[src/design/mnsq_pkg.sv]
// shared types, constants and scale tables for the note scale quantizer
// no dependencies; used by mnsq_regs and midi_note_scale_quantizer_unit
package mnsq_pkg;

  localparam int NoteW          = 7;
  localparam int SemisPerOctave = 12;
  localparam int NoteMax        = 127;
  localparam int SearchSpan     = 6;
  localparam int AddrW          = 5;
  localparam int DataW          = 32;

  localparam logic [11:0] ChromaticMask = 12'hFFF;

  localparam logic signed [5:0] TransposeMin = -6'sd24;
  localparam logic signed [5:0] TransposeMax = 6'sd24;
  localparam logic signed [2:0] OctaveMin    = -3'sd3;

  typedef enum logic [2:0] {
    REG_KEY       = 3'd0,
    REG_MODE      = 3'd1,
    REG_LOCK      = 3'd2,
    REG_TRANSPOSE = 3'd3,
    REG_OCTAVE    = 3'd4
  } reg_idx_t;

  typedef enum logic [2:0] {
    MODE_CHROMATIC  = 3'd0,
    MODE_MAJOR      = 3'd1,
    MODE_MINOR      = 3'd2,
    MODE_MAJOR_PENT = 3'd3,
    MODE_MINOR_PENT = 3'd4,
    MODE_BLUES      = 3'd5
  } scale_mode_t;

  typedef struct packed {
    logic [3:0]        key;
    logic [2:0]        mode;
    logic              lock;
    logic signed [5:0] transpose;
    logic signed [2:0] octave;
  } cfg_t;

  // bit n set means n semitones above the root are in the scale
  function automatic logic [11:0] scale_mask(input logic [2:0] mode);
    logic [11:0] m;
    case (scale_mode_t'(mode))
      MODE_MAJOR:      m = 12'hAB5;
      MODE_MINOR:      m = 12'h5AD;
      MODE_MAJOR_PENT: m = 12'h295;
      MODE_MINOR_PENT: m = 12'h4A9;
      MODE_BLUES:      m = 12'h4E9;
      default:         m = ChromaticMask;
    endcase
    return m;
  endfunction

endpackage

[src/design/mnsq_regs.sv]
// apb register file for the quantizer settings, with write-side clamping
// depends on mnsq_pkg
module mnsq_regs (
  input  logic                   clk,
  input  logic                   rst,
  input  logic                   psel,
  input  logic                   penable,
  input  logic                   pwrite,
  input  logic [mnsq_pkg::AddrW-1:0] paddr,
  input  logic [mnsq_pkg::DataW-1:0] pwdata,
  output logic [mnsq_pkg::DataW-1:0] prdata,
  output logic                   pready,
  output mnsq_pkg::cfg_t         cfg
);
  import mnsq_pkg::*;

  logic              wr;
  reg_idx_t          idx;
  logic signed [5:0] tr_w;
  logic signed [5:0] tr_clamped;
  logic signed [2:0] oct_w;
  logic signed [2:0] oct_clamped;

  assign pready = 1'b1;
  assign wr     = psel && penable && pwrite && pready;
  assign idx    = reg_idx_t'(paddr[AddrW-1:2]);
  assign tr_w   = signed'(pwdata[5:0]);
  assign oct_w  = signed'(pwdata[2:0]);

  always_comb begin
    if (tr_w < TransposeMin) begin
      tr_clamped = TransposeMin;
    end else if (tr_w > TransposeMax) begin
      tr_clamped = TransposeMax;
    end else begin
      tr_clamped = tr_w;
    end
    oct_clamped = (oct_w < OctaveMin) ? OctaveMin : oct_w;
  end

  always_ff @(posedge clk) begin
    if (rst) begin
      cfg <= '0;
    end else if (wr) begin
      case (idx)
        REG_KEY:       cfg.key       <= pwdata[3:0];
        REG_MODE:      cfg.mode      <= pwdata[2:0];
        REG_LOCK:      cfg.lock      <= pwdata[0];
        REG_TRANSPOSE: cfg.transpose <= tr_clamped;
        REG_OCTAVE:    cfg.octave    <= oct_clamped;
        default: ;
      endcase
    end
  end

  always_comb begin
    case (idx)
      REG_KEY:       prdata = {28'd0, cfg.key};
      REG_MODE:      prdata = {29'd0, cfg.mode};
      REG_LOCK:      prdata = {31'd0, cfg.lock};
      REG_TRANSPOSE: prdata = {{26{cfg.transpose[5]}}, cfg.transpose};
      REG_OCTAVE:    prdata = {{29{cfg.octave[2]}}, cfg.octave};
      default:       prdata = '0;
    endcase
  end

  a_tr_range: assert property (@(posedge clk) disable iff (rst)
      cfg.transpose >= TransposeMin && cfg.transpose <= TransposeMax)
    else $error("transpose register out of range");

  a_oct_range: assert property (@(posedge clk) disable iff (rst)
      cfg.octave >= OctaveMin)
    else $error("octave register below minimum");

endmodule

[src/design/midi_note_scale_quantizer_unit.sv]
// note scale quantizer: four-stage pipeline, snaps notes to a scale then transposes
// depends on mnsq_pkg and mnsq_regs
// throughput: one item per cycle while the output is not stalled; each stage holds
//   one item and loads when it is empty or when the stage after it moves, so a
//   stall on the output backs up stage by stage
// reset: clears all stage valid bits and sets every setting register to zero
module midi_note_scale_quantizer_unit (
  input  logic       clk,
  input  logic       rst,
  input  logic       s_axis_tvalid,
  output logic       s_axis_tready,
  input  logic [7:0] s_axis_tdata,   // [6:0] note_in, [7] invalid flag
  output logic       m_axis_tvalid,
  input  logic       m_axis_tready,
  output logic [7:0] m_axis_tdata,   // [6:0] note_out, [7] zero
  output logic       m_axis_tuser,   // [0] note_valid
  input  logic       psel,
  input  logic       penable,
  input  logic       pwrite,
  input  logic [mnsq_pkg::AddrW-1:0] paddr,
  input  logic [mnsq_pkg::DataW-1:0] pwdata,
  output logic [mnsq_pkg::DataW-1:0] prdata,
  output logic       pready
);
  import mnsq_pkg::*;

  cfg_t cfg;

  mnsq_regs u_regs (
    .clk     (clk),
    .rst     (rst),
    .psel    (psel),
    .penable (penable),
    .pwrite  (pwrite),
    .paddr   (paddr),
    .pwdata  (pwdata),
    .prdata  (prdata),
    .pready  (pready),
    .cfg     (cfg)
  );

  // stage load enables
  logic en1, en2, en3, en4;
  logic v1, v2, v3, v4;

  assign en4 = !v4 || m_axis_tready;
  assign en3 = !v3 || en4;
  assign en2 = !v2 || en3;
  assign en1 = !v1 || en2;
  assign s_axis_tready = en1;

  // stage 1: note mod 12 via reciprocal multiply
  logic [NoteW-1:0] in_note;
  logic [12:0]      prod;
  logic [3:0]       quo;
  logic [NoteW-1:0] rem7;

  logic [NoteW-1:0] p1_note;
  logic             p1_inv;
  logic [3:0]       p1_nm12;

  assign in_note = s_axis_tdata[NoteW-1:0];
  assign prod    = {6'd0, in_note} * 13'd43;
  assign quo     = prod[12:9];
  assign rem7    = in_note - {quo, 3'b000} - {1'b0, quo, 2'b00};

  // stage 2: pitch class relative to key, scale mask rotated to the note
  logic [3:0]  kmod;
  logic [3:0]  rel;
  logic [11:0] mask;
  logic [23:0] dbl;

  logic [NoteW-1:0] p2_note;
  logic             p2_inv;
  logic [11:0]      p2_rot;
  logic             p2_snap;

  assign kmod = (cfg.key >= 4'd12) ? cfg.key - 4'd12 : cfg.key;
  assign rel  = (p1_nm12 >= kmod) ? p1_nm12 - kmod : p1_nm12 + 4'd12 - kmod;
  assign mask = scale_mask(cfg.mode);
  assign dbl  = {mask, mask};

  // stage 3: nearest scale note, lower candidate first
  logic [NoteW-1:0] snapped;
  logic             found;

  logic [NoteW-1:0] p3_note;
  logic             p3_inv;

  always_comb begin
    snapped = p2_note;
    found   = p2_rot[0];
    for (int d = 1; d <= SearchSpan; d++) begin
      if (!found) begin
        if ({1'b0, p2_note} >= 8'(d) && p2_rot[SemisPerOctave-d]) begin
          snapped = p2_note - 7'(d);
          found   = 1'b1;
        end else if ({1'b0, p2_note} + 8'(d) <= 8'(NoteMax) && p2_rot[d]) begin
          snapped = p2_note + 7'(d);
          found   = 1'b1;
        end
      end
    end
    if (!p2_snap) begin
      snapped = p2_note;
    end
  end

  // stage 4: transpose, octave shift and saturation
  logic signed [9:0] oct_ext;
  logic signed [9:0] sum;
  logic [NoteW-1:0]  sat;

  logic [NoteW-1:0] out_note;
  logic             out_ok;

  assign oct_ext = {{7{cfg.octave[2]}}, cfg.octave};
  assign sum = signed'({3'b000, p3_note}) + {{4{cfg.transpose[5]}}, cfg.transpose}
             + (oct_ext <<< 3) + (oct_ext <<< 2);

  always_comb begin
    if (sum < 10'sd0) begin
      sat = '0;
    end else if (sum > 10'(NoteMax)) begin
      sat = 7'(NoteMax);
    end else begin
      sat = sum[NoteW-1:0];
    end
  end

  always_ff @(posedge clk) begin
    if (rst) begin
      v1 <= 1'b0;
      v2 <= 1'b0;
      v3 <= 1'b0;
      v4 <= 1'b0;
    end else begin
      if (en1) v1 <= s_axis_tvalid;
      if (en2) v2 <= v1;
      if (en3) v3 <= v2;
      if (en4) v4 <= v3;
    end
  end

  always_ff @(posedge clk) begin
    if (en1) begin
      p1_note <= in_note;
      p1_inv  <= s_axis_tdata[7];
      p1_nm12 <= rem7[3:0];
    end
    if (en2) begin
      p2_note <= p1_note;
      p2_inv  <= p1_inv;
      p2_rot  <= dbl[rel +: 12];
      p2_snap <= cfg.lock && (mask != ChromaticMask);
    end
    if (en3) begin
      p3_note <= snapped;
      p3_inv  <= p2_inv;
    end
    if (en4) begin
      out_note <= p3_inv ? '0 : sat;
      out_ok   <= !p3_inv;
    end
  end

  assign m_axis_tvalid = v4;
  assign m_axis_tdata  = {1'b0, out_note};
  assign m_axis_tuser  = out_ok;

  a_invalid_zero: assert property (@(posedge clk) disable iff (rst)
      m_axis_tvalid && !m_axis_tuser |-> m_axis_tdata == 8'd0)
    else $error("invalid note result not zero");

  a_full_on_stall: assert property (@(posedge clk) disable iff (rst)
      !s_axis_tready |-> v1 && v2 && v3 && v4)
    else $error("input stalled with a free stage");

  a_empty_latency: assert property (@(posedge clk) disable iff (rst)
      s_axis_tvalid && s_axis_tready && !v1 && !v2 && !v3 && !v4
      |-> ##4 m_axis_tvalid)
    else $error("item did not reach the output in four cycles");

endmodule
[config.mk]
export PLATFORM = sky130hd
export DESIGN_NAME = midi_note_scale_quantizer_unit
export DESIGN_NICKNAME = d
export VERILOG_FILES = /design/src/design/mnsq_pkg.sv /design/src/design/mnsq_regs.sv /design/src/design/midi_note_scale_quantizer_unit.sv
export SDC_FILE = /design/constraint.sdc
export NUM_CORES = 1
export LEC_CHECK = 0
export CORE_AREA = 3 3 148 150
export CTS_CLUSTER_DIAMETER = 120
export CTS_CLUSTER_SIZE = 28
export DETAILED_ROUTE_END_ITERATION = 10
export DIE_AREA = 0 0 151 153
export DONT_BUFFER_PORTS = 1
export PLACE_DENSITY_LB_ADDON = 0.05
export SLEW_MARGIN = 20
export SYNTH_ARGS = -nofsm -noshare
export SYNTH_HDL_FRONTEND = slang
export SYNTH_HIERARCHICAL = 1
export SYNTH_SLANG_ARGS = --single-unit
[constraint.sdc]
create_clock -name clk -period 3.7 [get_ports clk]
set_input_delay 0.555 -clock clk [delete_from_list [all_inputs] [get_ports clk]]
set_output_delay 0.555 -clock clk [all_outputs]
set_load 0.02 [all_outputs]
== Word-level counts from Yosys, hierarchy flattened ==
Cells that the tools add are included.

* Bits in registers: 70
* Input port bits: 52
* Output and inout bits: 44

* $add $sub $neg: 27
* Multipliers: 1
* $lt $le $gt $ge: 19
* Equality and inequality tests: 10
* Shift-type cells: 1
* Muxes and demuxes: 42
* Reductions and logical operators: 31

{| class="wikitable"
|+ Operators by type and width
! cell !! count
|-
| one-hot mux 32 bit (5 select lines) || 1
|-
| two-way mux 7 bit || 20
|-
| one-hot mux 12 bit (5 select lines) || 1
|-
| <= comparator 8 x 7 -> 1 bit (second input constant) || 6
|-
| adder 7 x 3 -> 8 bit (second input constant) || 3
|-
| indexed part select 24 x 5 -> 12 bit || 1
|-
| adder 7 x 3 -> 7 bit (second input constant) || 3
|-
| greater-or-equal comparator 7 x 3 -> 1 bit (second input constant) || 3
|-
| subtractor 7 x 3 -> 7 bit (second input constant) || 3
|-
| adder 7 x 2 -> 8 bit (second input constant) || 2
|-
| subtractor 4 bit || 4
|-
| logical AND 1 bit || 15
|-
| two-way mux 1 bit || 15
|-
| adder 7 x 2 -> 7 bit (second input constant) || 2
|-
| greater-or-equal comparator 7 x 2 -> 1 bit (second input constant) || 2
|-
| subtractor 7 x 2 -> 7 bit (second input constant) || 2
|-
| equality test 3 x 2 -> 1 bit (second input constant) || 4
|-
| two-way mux 6 bit || 2
|-
| inequality test 12 bit (second input constant) || 1
|-
| multiplier 7 x 6 -> 11 bit (second input constant) || 1
|-
| adder 10 bit || 1
|-
| adder 9 x 6 -> 10 bit || 1
|-
| > comparator 10 x 8 -> 1 bit (second input constant) || 1
|-
| < comparator 10 x 1 -> 1 bit (second input constant) || 1
|-
| other kinds (21) || 36
|}

== Longest topological paths before layout ==
Gate-level depths: netlist of the first run.

* Word-level depth: 22
* Gate-level depth with buffers: 18
* Mapped depth without buffers: 18

== By module ==
Netlist of the first run, hierarchy kept.

{| class="wikitable"
|+ Modules (own cells, without submodules)
! module !! times used !! cells each !! area an instance (µm²) !! sequential area each (µm²)
|-
| midi_note_scale_quantizer_unit || 1 || 694 || 6030.8 || 1551.5
|-
| mnsq_regs || 1 || 138 || 1158.6 || 340.3
|}

== Least setup slack after synthesis of the first run ==
OpenSTA, ideal clock, no wires.

* Kind: input-to-reg
* Start: input s_axis_tdata[3]
* End: register p1_nm12[3] (data pin)
* Library setup time: 0.260 ns
* Arrival time: 3.777 ns
* Data required time: 3.440 ns
* Setup slack: -0.337 ns
* Cell stages on the path: 18
* Path buffers: 0
* Path through: ha_1 > ha_1 > inv_1 > fa_1 > inv_1 > ha_1 > a41o_1 > a21o_1 > a21o_1 > a21oi_1 > inv_1 > a21oi_1 > xnor2_1 > ha_1 > xor2_1 > xnor2_1 > xnor2_1 > xnor2_1

* Longest elaborated chain between the ends: 3

{| class="wikitable"
|+ RTL lines
! item !! RTL line !! RTL
|-
| start: declaration || midi_note_scale_quantizer_unit.sv:12 || <nowiki>input logic [7:0] s_axis_tdata,</nowiki>
|-
| multiplier 7 x 6 -> 11 bit || midi_note_scale_quantizer_unit.sv:63 || <nowiki>assign prod = {6'd0, in_note} * 13'd43;</nowiki>
|-
| subtractor 4 bit || midi_note_scale_quantizer_unit.sv:65 || <nowiki>assign rem7 = in_note - {quo, 3'b000} - {1'b0, quo, 2'b00};</nowiki>
|-
| subtractor 4 bit (*) || midi_note_scale_quantizer_unit.sv:65 ||
|-
| net rem7[3] || midi_note_scale_quantizer_unit.sv:56 || <nowiki>logic [NoteW-1:0] rem7;</nowiki>
|-
| end signal: assignment || midi_note_scale_quantizer_unit.sv:149 || <nowiki>p1_nm12 <= rem7[3:0];</nowiki>
|-
| end: declaration || midi_note_scale_quantizer_unit.sv:60 || <nowiki>logic [3:0] p1_nm12;</nowiki>
|}

Mark *: on every way through the listed nets, which the timed path passes. The rest lies on a longest branch.
A chain may end at the register's enable or synchronous reset.

== Worst setup path in the final report of the first run ==
* Start: input s_axis_tdata[1]
* End: register p1_nm12[3] (data pin)

Same word-level chain as after synthesis.

==> results of run 1 <==
## worst max path at each step
stage,end,cells after the start,start,slack [ns]
final,p1_nm12[3],16,s_axis_tdata[1],0.22
after global routing,out_note[0],13,u_regs/cfg[1],0.02
after CTS,out_note[0],13,u_regs/cfg[1],0.17
after detailed placement,p1_nm12[3],18,s_axis_tdata[3],-0.15
after global placement,p1_nm12[3],18,s_axis_tdata[3],-0.11
after floorplan,p1_nm12[3],18,s_axis_tdata[3],-0.005
## cell usage after synthesis, drive strengths merged, types with 5 or more instances
library cell | instances | area (um^2)
o211ai | 13 | 97.6
a211o | 5 | 45.0
clkbuf | 32 | 120
o221ai | 5 | 43.8
o22ai | 5 | 31.3
mux2i | 14 | 140
o32ai | 6 | 52.6
a31oi | 11 | 68.8
and3 | 8 | 50.1
a211oi | 22 | 183
a22oi | 8 | 60.1
o311ai | 5 | 43.8
nor2b | 14 | 87.6
nand4b | 5 | 43.8
nor2 | 49 | 184
nand4 | 7 | 58.8
edfxtp | 49 | 1470
xnor2 | 22 | 193
nand2 | 37 | 139
fa | 17 | 340
dfxtp | 21 | 420
nand2b | 15 | 93.8
a311oi | 7 | 61.3
nor3 | 16 | 80.1
a21oi | 64 | 328
o21bai | 6 | 45.0
a21o | 10 | 75.1
inv | 81 | 304
xor2 | 6 | 52.6
ha | 66 | 826
nand3 | 24 | 125
buf | 40 | 292
o21ai | 56 | 280
o21a | 5 | 37.5
## state kept, by name (all words and copies together) (netlist names), 4 cells and up
name	count
p2_rot	12
p1_nm12	4
p2_note	7
p3_note	7
p1_note	7
out_note	7
u_regs/cfg	17
## cell families after synthesis
| family | Yosys count |
|---|---|
| AO/OA/AOI/OAI | 271 |
| AND/OR/NAND/NOR | 206 |
| buffers and inverters | 153 |
| adder cells (fa/ha/maj) | 83 |
| flip-flops | 70 |
| XOR/XNOR | 28 |
| multiplexers | 19 |
| other | 2 |
## what timing repair did
action	CTS	global route
hold buffers	0	0
resized for setup	0	2
endpoints found under the setup margin	0	7
## routing by layer
layer / global-route usage, % / vias to the layer above
li1: - / 3016
met1: 25.4 / 3048
met2: 27.8 / 153
met3: 2.91 / 40
met4: 7.25 / 0
met5: 0 / -
## area by class of cell
type | count | share of cell area, %
Clock inverter | 5 | 0.476
Tap cell | 275 | 4.36
Timing Repair Buffer | 50 | 5.02
Multi-Input combinational cell | 609 | 58.9
Inverter | 81 | 3.86
Clock buffer | 11 | 3.35
Sequential cell | 70 | 24.0
## power by group through the flow
stage                     Combinational, mW  Clock (mW)  Sequential (mW)
final                                  1.33       0.870             1.09
after global routing                   1.49       0.924             1.10
after global placement                 1.32           0             1.10
after floorplan                        1.03           0             1.03
after CTS                              1.34       0.894             1.09
after detailed placement               1.33           0             1.10
## worst max-delay path, cell delays in order
cell	delay, ns
ha_1	0.27
inv_1	0.07
fa_1	0.43
fa_1	0.51
inv_1	0.05
ha_1	0.28
a21o_1	0.19
a21oi_2	0.14
inv_1	0.08
a21oi_2	0.13
xnor2_1	0.13
ha_2	0.19
xor2_1	0.16
xnor2_1	0.15
xnor2_1	0.15
xnor2_1	0.09
==> impl_metrics.py, run 1 <==
metrics = {
    "synthesis": {
        "synth_fa_ha_area_share_pct": 16.2,
        "ys_warn_count": 6,
        "synthCells": 832,
        "synth-compound-area-share_pct": 25.7,
        "synth_nets": 967,
        "ys_ff_latch": 70,
        "syn_avg_cell_area_um2": 8.64,
        "synth-xor-area-share_pct": 3.41,
        "syn_area_um2": 7190,
        "synth_top_family_by_area": "compound AO/OA/AOI/OAI gates",
        "synth.distinct_cells": 85,
        "synth_edf_count": 49,
        "muxShareOfSynthArea_pct": 2.89,
        "ys_seq_area_share_pct": 26.3,
        "async_reset_ff_share_pct": 0,
        "synthSimpleGateAreaFrac_pct": 15.4,
        "synthFlopType": "edfxtp_1",
    },
    "sta": {
        "fin_crit_sh_pct": 94.1,
        "fmax_ghz": 0.287,
        "holdWs_ns": 0.270,
        "final_max_slew_viol_count": 0,
        "finClkSkew_ns": 0.0119,
        "min_period_ns": 3.48,
        "rsz0062_at_grt": "no",
        "worst-slew-pin-transition_ns": 0.876,
        "timing.slew.headroom_pct": 41.5,
        "setup_viol": 0,
        "hold_viol_final": 0,
        "setup_slack_ns": 0.218,
        "tns_ns": 0,
    },
    "power_and_ir_drop": {
        "cellPowerDensity_nw_per_um2": 418,
        "p_sw_share_pct": 38.1,
        "power_frac_seq_pct": 33.0,
        "p_leak_nw": 3.09,
        "p_total_mw": 3.29,
        "switching_power_mw": 1.25,
        "clockPowerShare_pct": 26.4,
        "pwr-share-comb_pct": 40.5,
        "intPower_mw": 2.04,
        "ir_drop_mv": 0.297,
    },
    "layout": {
        "final_cell_mix": "78 x inv_1, 62 x ha_1, 60 x a21oi_1",
        "register_area_um2": 1890,
        "fill_cells": 2170,
        "drive_above_1_share_pct": 12.6,
        "post-route-util_pct": 37.9,
        "layout.cells.non_filler": 1101,
        "final_common_cell": "inv_1",
        "multi_input_area_um2": 4650,
        "fin_nets": 956,
        "diodes": 0,
        "stdcell_area_um2": 7880,
        "area_growth_pct": 9.66,
    },
    "floorplanning": {
        "die_area_um2": 23100,
        "fp.dieH_um": 153,
        "rows": 53,
        "start_util_pct": 34.5,
        "core-area_um2": 20800,
        "die_x_um": 151,
        "io-pin-count": 96,
    },
    "global_routing": {
        "grt_pass1_wl_mm": 33.2,
        "antenna_found_initial": 0,
        "grt_usage_pct": 18.1,
        "grt_max_degree": 30,
        "first_global_vias": 5985,
        "grt_overflow_total": 0,
    },
    "critical_path": {
        "r2r_slack_ns": 0.25,
        "r2r_start": "u_regs/cfg[1]",
        "startpoint_type": "input port",
        "crit_required_ns": 3.78,
        "end_kind": "flop",
        "cp_max_fo": 7,
        "r2r_end": "out_note[0]",
        "worstSetupPathType": "in -> reg",
        "reg2reg_depth": 13,
        "cp.arrival_ns": 3.56,
    },
    "placed_design": {
        "place_congestion": 0.867,
        "placed_cell_area_um2": 7570,
        "pre_cts_ws_ns": -0.151,
        "dp_hpwl_mm": 16.1,
        "placed_cells": 1085,
        "portBuffers": 0,
    },
    "route": {
        "met1Wirelength_mm": 9.88,
        "drt-pass1-iter-count": 5,
        "vias_per_cell": 5.68,
        "wl_mm": 20.7,
        "wire_per_inst_um": 18.8,
        "postRouteAntennaNets": 0,
        "drc": 0,
        "wl_met3_um": 829,
        "drt_iter0_markers": 457,
        "num_vias": 6257,
        "highest_layer": "met4",
        "met2_length_mm": 9.39,
    },
    "clock_tree": {
        "cts_root_buffer": "clkbuf_16",
        "cts_tree": "yes",
        "htreeDepth": 3,
        "clock_path_buffers": 2,
        "cts_sinks": 70,
        "cts_buffers": 9,
        "post-cts-setup-buffers": 0,
        "clk_latency_ns": 0.35,
        "cts.clk_slew.worst_paths_ns": 0.06,
    },
    "flow_run": {
        "max_cap_viol_count": 0,
    },
    "min_path": {
        "whs_endpoint": "u_regs/cfg[7]",
        "hold_path.class": "in -> reg",
        "worstHoldStart": "rst",
        "hold_depth": 1,
    },
    "outcome": {
        "status": "finished clean",
    },
}
Note: power is estimated with default switching activity, not from simulation.
==> inputs of run 2 (changes only) <==
--- a/config.mk
+++ b/config.mk
@@ -11,7 +11,7 @@
 export DETAILED_ROUTE_END_ITERATION = 10
 export DIE_AREA = 0 0 151 153
 export DONT_BUFFER_PORTS = 1
-export PLACE_DENSITY_LB_ADDON = 0.05
+export PLACE_DENSITY = 0.52
 export SLEW_MARGIN = 20
 export SYNTH_ARGS = -nofsm -noshare
 export SYNTH_HDL_FRONTEND = slang
==> run 2 against run 1 <==
Worst setup slack gained 0.028 ns. Sequential cell count is the same. Utilization shrank 0.69 points. Global-route usage shrank 1.8 points. Clock power shrank 2.3%. Design area shrank 1.8%. Largest power group unchanged. Sequential power is essentially flat. Routed wire length shrank 10%.
==> impl_metrics.py, run 2 (same netlist as run 1, synthesis figures left out) <==
metrics = {
    "global_routing": {
        "grt_pass1_wl_mm": 30.2,
        "first_global_vias": 5698,
        "antenna_found_initial": 0,
        "grt_max_degree": 31,
        "grt_overflow_total": 0,
        "grt_usage_pct": 16.3,
    },
    "power_and_ir_drop": {
        "p_sw_share_pct": 36.5,
        "ir_drop_mv": 0.558,
        "power_frac_seq_pct": 33.4,
        "p_leak_nw": 3.01,
        "cellPowerDensity_nw_per_um2": 418,
        "pwr-share-comb_pct": 40.3,
        "clockPowerShare_pct": 26.3,
        "switching_power_mw": 1.18,
        "intPower_mw": 2.06,
    },
    "clock_tree": {
        "cts_buffers": 9,
        "htreeDepth": 3,
        "hold_buffers": 0,
        "clock_path_buffers": 2,
        "cts_resized": 0,
        "cts_root_buffer": "clkbuf_16",
        "clk_latency_ns": 0.34,
        "cts_sinks": 70,
        "post-cts-setup-buffers": 0,
        "cts_tree": "yes",
        "cts.clk_slew.worst_paths_ns": 0.06,
    },
    "route": {
        "drc": 0,
        "wl_mm": 18.6,
        "num_vias": 5997,
        "wire_per_inst_um": 17.2,
        "drt-pass1-iter-count": 5,
        "vias_per_cell": 5.53,
        "drt_iter0_markers": 451,
        "postRouteAntennaNets": 0,
    },
    "floorplanning": {
        "start_util_pct": 34.5,
        "io-pin-count": 96,
        "fp.dieH_um": 153,
        "die_x_um": 151,
        "rows": 53,
        "die_area_um2": 23100,
        "core-area_um2": 20800,
    },
    "sta": {
        "fin_crit_sh_pct": 93.4,
        "holdWs_ns": 0.286,
        "fmax_ghz": 0.290,
        "min_period_ns": 3.45,
        "timing.slew.headroom_pct": 38.9,
        "tns_ns": 0,
        "final_max_slew_viol_count": 0,
        "setup_viol": 0,
        "rsz0062_at_grt": "no",
        "worst-slew-pin-transition_ns": 0.914,
        "finClkSkew_ns": 0.00776,
        "setup_slack_ns": 0.246,
        "hold_viol_final": 0,
    },
    "critical_path": {
        "slowest_stage": "fa_1",
        "cp.arrival_ns": 3.54,
        "worstSetupPathType": "in -> reg",
        "cp_max_fo": 6,
        "crit_chain": "ha_4 -> ha_4 -> inv_2 -> fa_1 -> inv_1 -> ha_1 -> a41o_1 -> a21o_1 -> a21o_1 -> a21oi_2 -> inv_1 -> a21oi_2 -> xnor2_1 -> ha_2 -> xor2_1 -> xnor2_1 -> xnor2_1 -> xnor2_1",
        "max_stage_delay_ns": 0.47,
        "startpoint_type": "input port",
        "crit_top_cell": "xnor2_1",
        "crit_required_ns": 3.79,
        "end_kind": "flop",
    },
    "placed_design": {
        "dp_hpwl_mm": 14.4,
        "portBuffers": 0,
        "pre_cts_ws_ns": -0.151,
        "placed_cell_area_um2": 7450,
        "place_congestion": 0.922,
    },
    "min_path": {
        "hold_path.class": "in -> reg",
    },
    "layout": {
        "drive_above_1_share_pct": 10.4,
        "diodes": 0,
        "fill_cells": 2156,
        "final_common_cell": "inv_1",
        "area_growth_pct": 7.66,
        "largest_reg_flops": 17,
        "final_cell_mix": "78 x inv_1, 62 x ha_1, 60 x a21oi_1",
        "fin_nets": 939,
        "top_register": "u_regs/cfg",
        "stdcell_area_um2": 7740,
        "top_regs": "u_regs/cfg (17), p2_rot (12)",
    },
    "outcome": {
        "status": "finished clean",
    },
    "flow_run": {
        "max_cap_viol_count": 0,
    },
}
## run 2: worst paths after layout
path,from,to,slack (ns),cells past startpoint
max,s_axis_tdata[3],p1_nm12[3],0.25,18
max reg2reg,u_regs/cfg[1],out_note[0],0.30,13
min reg2reg,p1_inv,p2_inv,0.42,0
min,rst,u_regs/cfg[15],0.29,1
## run 2: layer usage
layer	track usage (%)	wire, um	part of all wire, %
met1	22.7	8710	47
met2	25.8	8670	47
met3	2.85	848	4.6
met4	5.14	401	2.2
met5	0	0	0
## run 2: final cells by class
cell class / count / area, um^2 / share of cell area (%)
Timing Repair Buffer: 33 / 268 / 3.46
Clock inverter: 4 / 46.3 / 0.598
Multi-Input combinational cell: 609 / 4640 / 59.9
Clock buffer: 12 / 246 / 3.18
Inverter: 81 / 304 / 3.93
Sequential cell: 70 / 1890 / 24.4
Tap cell: 275 / 344 / 4.45
## run 2: through the flow
| step | std cells | utilization, % | power (mW) |
|---|---|---|---|
| after floorplan | 832 | - | 2.05 |
| after global placement | 1068 | 35.8 | 2.40 |
| after detailed placement | 1068 | 35.8 | 2.40 |
| after CTS | 1084 | 37.2 | 3.26 |
| after global routing | 1084 | 37.2 | 3.47 |
| final | 1084 | 37.2 | 3.24 |
## run 2: critical path: cells and delay by family
family                     cells  cell delay, ns
xor gates and xnor gates       5            0.67
adders and majority gates      5            1.39
AOI/OAI and AO/OA              5            0.76
buffers and inverters          3            0.16
## run 2: power by group through the flow
stage / Clock [mW] / Combinational, mW / Sequential [mW]
3_3_place_gp: 0 / 1.30 / 1.10
5_1_grt: 0.906 / 1.47 / 1.09
4_1_cts: 0.874 / 1.31 / 1.08
6_report: 0.850 / 1.31 / 1.08
2_1_floorplan: 0 / 1.03 / 1.03
3_5_place_dp: 0 / 1.31 / 1.10
==> inputs of run 3 (changes only) <==
--- a/config.mk
+++ b/config.mk
@@ -5,13 +5,14 @@
 export SDC_FILE = /design/constraint.sdc
 export NUM_CORES = 1
 export LEC_CHECK = 0
-export CORE_AREA = 3 3 148 150
+export CORE_AREA = 3 3 139 114
 export CTS_CLUSTER_DIAMETER = 120
 export CTS_CLUSTER_SIZE = 28
 export DETAILED_ROUTE_END_ITERATION = 10
-export DIE_AREA = 0 0 151 153
+export DIE_AREA = 0 0 142 117
 export DONT_BUFFER_PORTS = 1
-export PLACE_DENSITY = 0.52
+export PLACE_DENSITY = 0.68
+export SETUP_SLACK_MARGIN = 0.5
 export SLEW_MARGIN = 20
 export SYNTH_ARGS = -nofsm -noshare
 export SYNTH_HDL_FRONTEND = slang
==> run 3 against run 2 <==
Global-route usage is 7.8 points higher. Highest routed layer unchanged. Critical path type unchanged. Largest power group unchanged. Design area is 3.6% higher. Combinational power is 4% higher. Total power is 2.5% higher. Critical path depth is 2 lower. Maximum frequency is 2.8% lower. Clock-buffer cell count is 3 lower. Worst setup slack worse by 0.10 ns. First-iteration DRC count is 7.8% higher.
==> impl_metrics.py, run 3 (same netlist as run 1, synthesis figures left out) <==
metrics = {
    "floorplanning": {
        "rows": 39,
        "core-area_um2": 14400,
        "io-pin-count": 96,
        "die_area_um2": 16600,
        "fp.dieH_um": 117,
        "start_util_pct": 49.9,
        "die_x_um": 142,
    },
    "sta": {
        "fin_crit_sh_pct": 96.1,
        "final_max_slew_viol_count": 0,
        "tns_ns": 0,
        "fmax_ghz": 0.281,
        "setup_slack_ns": 0.145,
        "min_period_ns": 3.55,
        "finClkSkew_ns": 0.00518,
        "setup_viol": 0,
        "worst-slew-pin-transition_ns": 0.814,
        "timing.slew.headroom_pct": 45.6,
        "rsz0062_at_grt": "yes",
        "hold_viol_final": 0,
    },
    "critical_path": {
        "worstSetupPathType": "in -> reg",
        "end_kind": "flop",
        "crit_family": "adder cells",
        "startpoint_type": "input port",
        "crit_chain": "ha_1 -> inv_1 -> fa_1 -> fa_1 -> inv_1 -> ha_1 -> a21o_1 -> a21oi_2 -> inv_1 -> a21oi_2 -> xnor2_1 -> ha_2 -> xor2_2 -> xnor2_1 -> xnor2_1 -> xnor2_1",
        "cp.arrival_ns": 3.64,
        "slowest_stage": "fa_1",
        "max_stage_delay_ns": 0.50,
        "timing.critical_path.buf_inv": 3,
        "crit_top_cell": "xnor2_1",
        "cp_max_fo": 7,
        "crit_required_ns": 3.78,
    },
    "min_path": {
        "hold_path.class": "in -> reg",
    },
    "layout": {
        "top_register": "u_regs/cfg",
        "stdcell_area_um2": 8020,
        "final_cell_mix": "74 x inv_1, 60 x ha_1, 59 x buf_4",
        "final_common_cell": "inv_1",
        "fin_nets": 968,
        "drive_above_1_share_pct": 17.4,
        "area_growth_pct": 11.5,
        "top_regs": "u_regs/cfg (17), p2_rot (12)",
        "largest_reg_flops": 17,
        "post-route-util_pct": 55.7,
        "diodes": 0,
    },
    "outcome": {
        "status": "finished clean",
    },
    "power_and_ir_drop": {
        "p_total_mw": 3.32,
        "cellPowerDensity_nw_per_um2": 414,
        "intPower_mw": 2.07,
        "power_frac_seq_pct": 32.6,
        "clockPowerShare_pct": 26.3,
        "ir_drop_mv": 0.441,
        "p_sw_share_pct": 37.6,
        "pwr-share-comb_pct": 41.1,
        "switching_power_mw": 1.25,
        "p_leak_nw": 3.19,
    },
    "clock_tree": {
        "cts_tree": "yes",
        "hold_buffers": 0,
        "htreeDepth": 3,
        "cts_sinks": 70,
        "clock_path_buffers": 2,
        "cts_buffers": 9,
        "cts.clk_slew.worst_paths_ns": 0.06,
        "cts_root_buffer": "clkbuf_16",
        "clk_latency_ns": 0.34,
    },
    "global_routing": {
        "grt_max_degree": 30,
        "grt_pass1_wl_mm": 31.9,
        "grt_overflow_total": 0,
        "grt_usage_pct": 24.1,
        "first_global_vias": 6166,
        "antenna_found_initial": 0,
    },
    "route": {
        "wl_mm": 19.7,
        "drc": 0,
        "postRouteAntennaNets": 0,
        "vias_per_cell": 6.32,
        "wire_per_inst_um": 19.3,
        "drt-pass1-iter-count": 6,
        "drt_iter0_markers": 486,
        "num_vias": 6460,
    },
    "flow_run": {
        "max_cap_viol_count": 0,
    },
    "placed_design": {
        "portBuffers": 0,
        "place_congestion": 0.974,
        "placed_cell_area_um2": 7460,
        "dp_hpwl_mm": 15.2,
        "pre_cts_ws_ns": -0.224,
    },
}
## run 3: cell types whose count changed in the layout (fill, tap and decap cells not counted), sizes merged
cell,change
clkinv,+1
inv,+1
clkinvlp,+1
clkbuf,-3
buf,+29
## run 3: path summary, 6_finish.rpt
check / startpoint / to / slack, ns / depth (start not counted)
worst max-delay path: s_axis_tdata[1] / p1_nm12[3] / 0.15 / 16
worst min-delay path: rst / u_regs/cfg[1] / 0.27 / 1
worst max register to register: u_regs/cfg[0] / out_note[2] / 0.39 / 14
worst min register to register: p1_note[5] / p2_note[5] / 0.42 / 0
## run 3: worst register-to-register path: cells and delay by family (launching register included)
family	cells	cell delay, ns
compound gates	6	0.90
xor+xnor	1	0.14
buf+inv	4	0.42
fa+ha+maj	3	1.34
flops	1	0.36
## run 3: cell type report
class	count	area, um^2
inverter	81	304
tap	184	230
clock inverter	7	81.3
sequential	70	1900
clock buffer	9	225
fill	1270	6380
timing repair buffer	62	493
multi-input combinational	609	4780
## run 3: power groups by stage
stage	sequential, mW	clock, mW	combinational, mW
2_1_floorplan	1.03	0	1.03
3_3_place_gp	1.09	0	1.25
3_5_place_dp	1.09	0	1.30
4_1_cts	1.07	0.902	1.31
5_1_grt	1.09	0.938	1.51
6_report	1.08	0.874	1.36
## run 3: through the flow
stage | cells | hold WS [ns]
final | 1022 | 0.274
after global routing | 1022 | 0.257
after CTS | 1014 | 0.251
after detailed placement | 992 | 0.406
after global placement | 992 | 0.401
after floorplan | 832 | 0.400
## run 3: repair_timing
action | CTS | global route
pin swaps | 11 | 24
endpoints found under the setup margin | 8 | 12
hold endpoints to repair | 0 | 0
gates resized for setup | 17 | 19
setup buffers | 6 | 8
## run 3: layer usage
| metal | vias up | wire length (um) | GRT usage, % |
|---|---|---|---|
| li1 | 3044 | - | - |
| met1 | 3063 | 8960 | 34.5 |
| met2 | 326 | 8720 | 37.1 |
| met3 | 27 | 1760 | 5.12 |
| met4 | 0 | 288 | 7.03 |
| met5 | - | 0 | 0 |
